--- src/rtl/core/sfsl_pkg.sv ---
// Shared types and constants for the sorted free-space list.
// No dependencies; imported by the core, the sequencer and the testbench.
package sfsl_pkg;

  localparam int SIZE_W   = 16;
  localparam int OFFSET_W = 32;
  localparam int HELD_W   = 7;

  localparam logic OP_INSERT = 1'b0;
  localparam logic OP_REMOVE = 1'b1;

  typedef enum logic [1:0] {
    STAT_DONE  = 2'd0,
    STAT_EMPTY = 2'd1,
    STAT_FULL  = 2'd2
  } status_t;

  typedef enum logic [2:0] {
    ST_IDLE,
    ST_INS_CMP,
    ST_INS_PUT,
    ST_REM_WAIT,
    ST_RESP
  } state_t;

  typedef struct packed {
    logic [SIZE_W-1:0]   size;
    logic [OFFSET_W-1:0] offset;
  } entry_t;

  typedef struct packed {
    status_t             status;
    logic [OFFSET_W-1:0] got_offset;
    logic [SIZE_W-1:0]   got_size;
    logic [HELD_W-1:0]   entries_held;
  } result_t;

endpackage

--- src/rtl/core/sorted_free_space_list_core.sv ---
// Sorted free-space list, largest first. Throughput is one request at a time, set
// by the single RAM write port moving one entry per cycle. Reset is synchronous
// and empties the list at once.
module sorted_free_space_list_core #(
  parameter int LIST_DEPTH = 64
) (
  input  logic                          clk,
  input  logic                          rst,
  input  logic                          in_valid,
  output logic                          in_stall,
  input  logic                          opcode,
  input  logic [sfsl_pkg::OFFSET_W-1:0] space_offset,
  input  logic [sfsl_pkg::SIZE_W-1:0]   space_size,
  output logic                          out_valid,
  input  logic                          out_stall,
  output logic [1:0]                    status,
  output logic [sfsl_pkg::OFFSET_W-1:0] got_offset,
  output logic [sfsl_pkg::SIZE_W-1:0]   got_size,
  output logic [sfsl_pkg::HELD_W-1:0]   entries_held
);
  import sfsl_pkg::*;

  logic    res_valid, res_take;
  result_t res, out_reg;

  sfsl_seq #(
    .LIST_DEPTH(LIST_DEPTH)
  ) u_seq (
    .clk         (clk),
    .rst         (rst),
    .in_valid    (in_valid),
    .in_stall    (in_stall),
    .opcode      (opcode),
    .space_offset(space_offset),
    .space_size  (space_size),
    .res_valid   (res_valid),
    .res_take    (res_take),
    .res         (res)
  );

  // The output register takes a new result whenever it is empty or draining.
  assign res_take = !out_valid || !out_stall;

  always_ff @(posedge clk) begin
    if (rst) begin
      out_valid <= 1'b0;
    end else if (res_valid && res_take) begin
      out_valid <= 1'b1;
    end else if (!out_stall) begin
      out_valid <= 1'b0;
    end
    if (res_valid && res_take) begin
      out_reg <= res;
    end
  end

  assign status       = out_reg.status;
  assign got_offset   = out_reg.got_offset;
  assign got_size     = out_reg.got_size;
  assign entries_held = out_reg.entries_held;

`ifndef SYNTH
  a_busy_after_accept: assert property (@(posedge clk) disable iff (rst)
    in_valid && !in_stall |=> in_stall)
    else $error("sequencer accepted a request without going busy");

  a_full_count: assert property (@(posedge clk) disable iff (rst)
    out_valid && status == STAT_FULL |-> entries_held == HELD_W'(LIST_DEPTH))
    else $error("full status with a list that is not full");

  a_empty_result: assert property (@(posedge clk) disable iff (rst)
    out_valid && status == STAT_EMPTY |->
      entries_held == '0 && got_offset == '0 && got_size == '0)
    else $error("empty status with data or a nonzero count");

  a_result_waits: assert property (@(posedge clk) disable iff (rst)
    res_valid && !res_take |=> res_valid && $stable(res))
    else $error("pending result dropped or changed");
`endif

endmodule

--- src/rtl/core/sfsl_ram.sv ---
// Generic single-write, single-read synchronous RAM with registered read data.
// Standalone; used for the free-space entry store.
module sfsl_ram #(
  parameter int WIDTH = 48,
  parameter int DEPTH = 64
) (
  input  logic                     clk,
  input  logic                     we,
  input  logic [$clog2(DEPTH)-1:0] waddr,
  input  logic [WIDTH-1:0]         wdata,
  input  logic [$clog2(DEPTH)-1:0] raddr,
  output logic [WIDTH-1:0]         rdata
);

  logic [WIDTH-1:0] mem [DEPTH];

  always_ff @(posedge clk) begin
    if (we) begin
      mem[waddr] <= wdata;
    end
    rdata <= mem[raddr];
  end

endmodule

--- src/rtl/core/sfsl_seq.sv ---
// Sequencer for the sorted free-space list: circular entry store in RAM,
// insert by walking from the tail and shifting smaller entries down one place.
// Depends on sfsl_pkg and sfsl_ram.
module sfsl_seq #(
  parameter int LIST_DEPTH = 64
) (
  input  logic                          clk,
  input  logic                          rst,
  input  logic                          in_valid,
  output logic                          in_stall,
  input  logic                          opcode,
  input  logic [sfsl_pkg::OFFSET_W-1:0] space_offset,
  input  logic [sfsl_pkg::SIZE_W-1:0]   space_size,
  output logic                          res_valid,
  input  logic                          res_take,
  output sfsl_pkg::result_t             res
);
  import sfsl_pkg::*;

  localparam int AW = $clog2(LIST_DEPTH);
  localparam int CW = $clog2(LIST_DEPTH + 1);

  state_t          state, state_next;
  logic [AW-1:0]   head, head_next;
  logic [CW-1:0]   count, count_next;
  logic [AW-1:0]   idx, idx_next;
  entry_t          new_entry, new_entry_next;
  status_t         res_status, res_status_next;
  entry_t          got, got_next;

  logic            we;
  logic [AW-1:0]   waddr, raddr;
  entry_t          wdata, rdata;
  logic [CW-1:0]   count_m1;

  // Logical position to physical RAM address, relative to the head.
  function automatic logic [AW-1:0] phys(input logic [AW-1:0] h, input logic [AW-1:0] lg);
    logic [AW:0] s;
    s = {1'b0, h} + {1'b0, lg};
    if (s >= (AW+1)'(LIST_DEPTH)) begin
      s = s - (AW+1)'(LIST_DEPTH);
    end
    return s[AW-1:0];
  endfunction

  sfsl_ram #(
    .WIDTH($bits(entry_t)),
    .DEPTH(LIST_DEPTH)
  ) u_ram (
    .clk  (clk),
    .we   (we),
    .waddr(waddr),
    .wdata(wdata),
    .raddr(raddr),
    .rdata(rdata)
  );

  assign count_m1 = count - CW'(1);

  always_ff @(posedge clk) begin
    if (rst) begin
      state <= ST_IDLE;
      head  <= '0;
      count <= '0;
    end else begin
      state <= state_next;
      head  <= head_next;
      count <= count_next;
    end
    idx        <= idx_next;
    new_entry  <= new_entry_next;
    res_status <= res_status_next;
    got        <= got_next;
  end

  always_comb begin
    state_next      = state;
    head_next       = head;
    count_next      = count;
    idx_next        = idx;
    new_entry_next  = new_entry;
    res_status_next = res_status;
    got_next        = got;
    we              = 1'b0;
    waddr           = phys(head, idx);
    wdata           = new_entry;
    raddr           = head;
    in_stall        = (state != ST_IDLE);
    res_valid       = 1'b0;

    unique case (state)
      ST_IDLE: begin
        if (in_valid) begin
          new_entry_next  = '{size: space_size, offset: space_offset};
          got_next        = '0;
          res_status_next = STAT_DONE;
          if (opcode == OP_INSERT) begin
            if (count == CW'(LIST_DEPTH)) begin
              res_status_next = STAT_FULL;
              state_next      = ST_RESP;
            end else if (count == '0) begin
              we         = 1'b1;
              waddr      = head;
              wdata      = '{size: space_size, offset: space_offset};
              count_next = count + CW'(1);
              state_next = ST_RESP;
            end else begin
              // Start the walk at the tail.
              raddr      = phys(head, count_m1[AW-1:0]);
              idx_next   = count[AW-1:0];
              state_next = ST_INS_CMP;
            end
          end else begin
            if (count == '0) begin
              res_status_next = STAT_EMPTY;
              state_next      = ST_RESP;
            end else begin
              raddr      = head;
              state_next = ST_REM_WAIT;
            end
          end
        end
      end

      ST_INS_CMP: begin
        we    = 1'b1;
        waddr = phys(head, idx);
        if (rdata.size < new_entry.size) begin
          // Move the smaller entry down and fetch the next one up.
          wdata = rdata;
          if (idx == AW'(1)) begin
            idx_next   = '0;
            state_next = ST_INS_PUT;
          end else begin
            raddr    = phys(head, idx - AW'(2));
            idx_next = idx - AW'(1);
          end
        end else begin
          wdata      = new_entry;
          count_next = count + CW'(1);
          state_next = ST_RESP;
        end
      end

      ST_INS_PUT: begin
        we         = 1'b1;
        waddr      = phys(head, idx);
        wdata      = new_entry;
        count_next = count + CW'(1);
        state_next = ST_RESP;
      end

      ST_REM_WAIT: begin
        got_next   = rdata;
        head_next  = (head == AW'(LIST_DEPTH - 1)) ? '0 : head + AW'(1);
        count_next = count - CW'(1);
        state_next = ST_RESP;
      end

      ST_RESP: begin
        res_valid = 1'b1;
        if (res_take) begin
          state_next = ST_IDLE;
        end
      end

      default: state_next = ST_IDLE;
    endcase
  end

  always_comb begin
    res.status       = res_status;
    res.got_offset   = got.offset;
    res.got_size     = got.size;
    res.entries_held = HELD_W'(count);
  end

endmodule

--- config.mk ---
export PLATFORM = sky130hd
export DESIGN_NAME = sorted_free_space_list_core
export DESIGN_NICKNAME = d
export VERILOG_FILES = /design/src/rtl/core/sfsl_pkg.sv /design/src/rtl/core/sorted_free_space_list_core.sv /design/src/rtl/core/sfsl_ram.sv /design/src/rtl/core/sfsl_seq.sv
export SDC_FILE = /design/constraint.sdc
export NUM_CORES = 2
export LEC_CHECK = 0
export BUFFER_PORTS_ARGS = -buffer_cell sky130_fd_sc_hd__buf_2
export CORE_MARGIN = 3
export CORE_UTILIZATION = 57
export CTS_CLUSTER_SIZE = 28
export DETAILED_ROUTE_END_ITERATION = 7
export MAX_ROUTING_LAYER = met4
export PLACE_DENSITY = 0.77
export SLEW_MARGIN = 20
export SYNTH_ARGS = -nofsm -noshare
export SYNTH_HDL_FRONTEND = slang
export SYNTH_SLANG_ARGS = --single-unit
--- constraint.sdc ---
create_clock -name clk -period 5.1 [get_ports clk]
set_input_delay 0.765 -clock clk [delete_from_list [all_inputs] [get_ports clk]]
set_output_delay 0.765 -clock clk [all_outputs]
set_load 0.01 [all_outputs]
==> metrics.md <==
| Metric | Value |
|---|---|
| Least-Margin Pin Slew | 1085 ps |
| GP Congestion | 0.9234 |
| Flops & latches, synth | 3,298 |
| Crit path launch type | flip-flop |
| Crit path required time | 5720 ps |
| IO buf count | 111 |
| Final WL | 382,000 um |
| Post-synth ARST share | 0% |
| Starting Density | 57.49% |
| Count of pins over their slew limit | 0 |
| Layout cell share with drive strength beyond 1 | 13.35% |
| Final count of hold timing violations | 0 |
| Fin crit period | 5046 ps |
| Crit path max-delay family | simple AND/OR/NAND/NOR gates |
| EDFF count, synth | 3,233 |
| Leakage power | 0.04644 uW |
| Hold_ws | 43.15 ps |
| CTS tree | built |
| Share of the synthesized area in the top cell type | 75.75% |
| Iteration-0 DRC Markers | 13,520 |
| Nets | 8,711 |
| Die area | 230,600 um2 |
| Fmax achieved | 198.2 MHz |
| Pwr per Cell Area | 578.1 nW/um2 |
| Via Count | 81,670 |
| Post-Syn Nets | 8,281 |
| DR pass1 iterations | 8 |
| Syn_area_per_cell | 15.65 um2 |
| DRC viols | 22 |
| Grt total ovfl | 0 |
| Filler cells | 14,250 |
| Max Cap Violations | 0 |
| Slew HR | 26.88% |
| Crit Path Class | flip-flop to flip-flop |
| Max Root-Sink Buffers | 4 |
| CP Capture Type | flip-flop |
| Synth area leaders | edfxtp_1, mux2i_1, nand2_1 |
| Top_reg_cell synth | edfxtp_1 |
| Part of the Yosys area used for sequential elements | 76.76% |
| Antenna violations before repair | 13 |
| Pin count of the biggest net entering global routing | 102 |
| First-pass GRT wire length | 541,200 um |
| Final WS setup | 53.77 ps |
| Cell taking the most area after synthesis | edfxtp_1 |
| Final setup skew | 72.45 ps |
| Root Buffer | clkbuf_16 |
| Area Growth Syn to Fin | 14.74% |
| Post-route ant nets | 0 |
| IO Pins | 112 |
| Cells along the critical path | ha_1 -> and4_1 -> and3_1 -> nor4b_2 -> nor4b_4 -> buf_4 -> nand2_2 -> a221oi_4 -> buf_12 -> buf_4 -> a221oi_1 -> o21ai_0 -> and4_1 -> nand4_1 |
| Mapped Cells | 8,189 |
| CTS Buf Count | 321 |
| Worst-Skew Late Latency | 970 ps |
| Crit path max fanout | 58 |
| Cells after DPL | 11,230 |
| Die height | 480.2 um |
| Via density | 6.896 |
| Post-DP HPWL | 219,900 um |
| Vias in the first global route | 78,590 |
| Hold WC Path Type | input port to flip-flop |
| Violated checks | design-rule violations |
| Clk sinks | 3,298 |
| FF+latch area | 98,390 um2 |
| RSZ-0062 raised after global routing | no |
| Fin crit share | 98.95% |
| Outcome | finished, violations left |
| H-tree level count | 5 |
| GRT Resource Usage Total | 33.37% |
| DR WL/cell | 32.26 um |
| Core ar. | 223,000 um2 |
| Slowest CP cell | dfxtp_1 |
| Pre-CTS setup slack | -387.0 ps |
| Clock slew at reported path FFs | 60 ps |
| Area of the multi-input gates | 27,580 um2 |
| Yosys cell types | 71 |
| Synth Warn # | 0 |
| Setup-failing EPs final | 0 |
| Max incr delay on CP | 580 ps |
| VDD IR max | 0.5994 mV |
| Worst path buffer plus inverter count | 3 |
| Non-Filler Instances | 11,840 |
| Die X | 480.2 um |
| Worst path arrival time | 5660 ps |
| Row cnt | 173 |
| Syn Std Cell Area | 128,200 um2 |
==> placed cells by master (no fill, tap or decap), types with 48 or more instances in the layout <==
cell | Yosys | routed
nor2_4 | 4 | 76
inv_1 | 78 | 69
buf_4 | 19 | 334
edfxtp_1 | 3233 | 3233
o21ai_0 | 125 | 123
nand3_1 | 201 | 200
clkbuf_1 | 257 | 73
clkbuf_16 | 0 | 326
dfxtp_1 | 65 | 63
a21oi_1 | 412 | 409
and3_1 | 52 | 51
buf_2 | 237 | 111
a221oi_1 | 380 | 380
clkinv_1 | 0 | 52
mux2i_1 | 667 | 667
and2_1 | 59 | 56
o21ai_1 | 80 | 82
a31oi_1 | 53 | 53
a222oi_1 | 48 | 48
nand4_1 | 154 | 154
buf_12 | 0 | 181
nand2_1 | 1406 | 1405
clkinv_2 | 0 | 57
a32oi_1 | 288 | 288
and4_1 | 48 | 48
==> registers in the layout, summed over array words and instances, names as in the netlist <==
name,count
u_seq.new_entry,48
entries_held,7
u_seq.u_ram.rdata,48
u_seq.count,7
u_seq.idx,6
out_valid,1
u_seq.res,48
got_size,16
u_seq.state,3
u_seq.u_ram.mem,3072
u_seq.head,6
status,2
got_offset,32
u_seq.res_status,2
==> path summary, 6_finish.rpt <==
kind / startpoint / endpoint / slack, ps / depth (start not counted)
min: space_size[3] / u_seq.new_entry[35]$_DFFE_PP_ / 40 / 1
max: u_seq.u_ram.rdata[47]$_DFF_P_ / u_seq.u_ram.rdata[43]$_DFF_P_ / 50 / 14
min reg2reg: u_seq.res[39]$_SDFFCE_PN0P_ / got_offset[16]$_DFFE_PP_ / 410 / 0
max reg2reg: u_seq.u_ram.rdata[47]$_DFF_P_ / u_seq.u_ram.rdata[43]$_DFF_P_ / 50 / 14
==> cell families (layout without fill, tap and decap cells) <==
| kind of cell | count (synthesis) | in the layout | share of synthesized area (%) |
|---|---|---|---|
| flops | 3298 | 3298 | 76.76 |
| simple gates | 2077 | 2077 | 7.131 |
| compound gates | 1442 | 1442 | 8.017 |
| mux | 668 | 668 | 5.218 |
| buf+inv | 631 | 1294 | 2.240 |
| fa+ha+maj | 39 | 39 | 0.3983 |
| xor+xnor | 34 | 34 | 0.2323 |
| other cells | 0 | 15 | 0 |
==> power by group <==
part           total, uW  internal, uW  switching, uW
logic              25200          6660          18500
clock network      23000         13200           9780
registers          36800         36000            823
==> cells in the mapped netlist, drive strengths merged, types with 5 or more instances <==
cell type,count
edfxtp,3233
nand2,1409
mux2i,667
a21oi,413
a221oi,381
buf,296
a32oi,288
clkbuf,257
o21ai,205
nand3,201
nand4,154
nor2,117
inv,78
dfxtp,65
and2,60
a31oi,53
and3,52
a222oi,48
and4,48
ha,36
xnor2,20
xor2,14
nor3,12
a21o,11
a22o,7
nand2b,6
a211oi,5
o21bai,5
==> through the flow <==
step	power (uW)	instance area, um2	TNS, ps	utilization [%]
floorplan	50030	128200	-50260	-
finish	85020	147100	0	65.96
detailed placement	61560	136600	-2652	61.26
global route	87030	147000	0	65.95
CTS	84340	147000	0	65.92
global placement	60780	136600	-1940	61.26
==> routing by layer <==
layer / wire, um / GRT usage, % / vias up / share of wire [%]
met2: 171600 / 48.84 / 6947 / 45
met3: 53750 / 7.472 / 1353 / 14
li1: - / - / 32950 / -
met4: 26670 / 18.99 / 0 / 7.0
met1: 130000 / 43.51 / 40420 / 34
met5: 0 / - / - / 0
==> what timing repair did <==
item,4_1_cts,5_1_grt
pin swaps,2,3
buffers inserted,3,4
gates resized for setup,1,5
endpoints found under the setup margin,20,9
hold endpoints to repair,34,0
hold buffers,34,0
==> area by class of cell <==
| class | instances | share of cell area (%) |
|---|---|---|
| clock inverter | 142 | 0.9384 |
| sequential | 3298 | 66.90 |
| timing repair buffer | 660 | 4.778 |
| inverter | 78 | 0.1991 |
| multi-input combinational | 4260 | 18.75 |
| tap | 2975 | 2.531 |
| antenna | 15 | 0.02552 |
| clock buffer | 414 | 5.874 |
(Power assumes the default switching activity.)
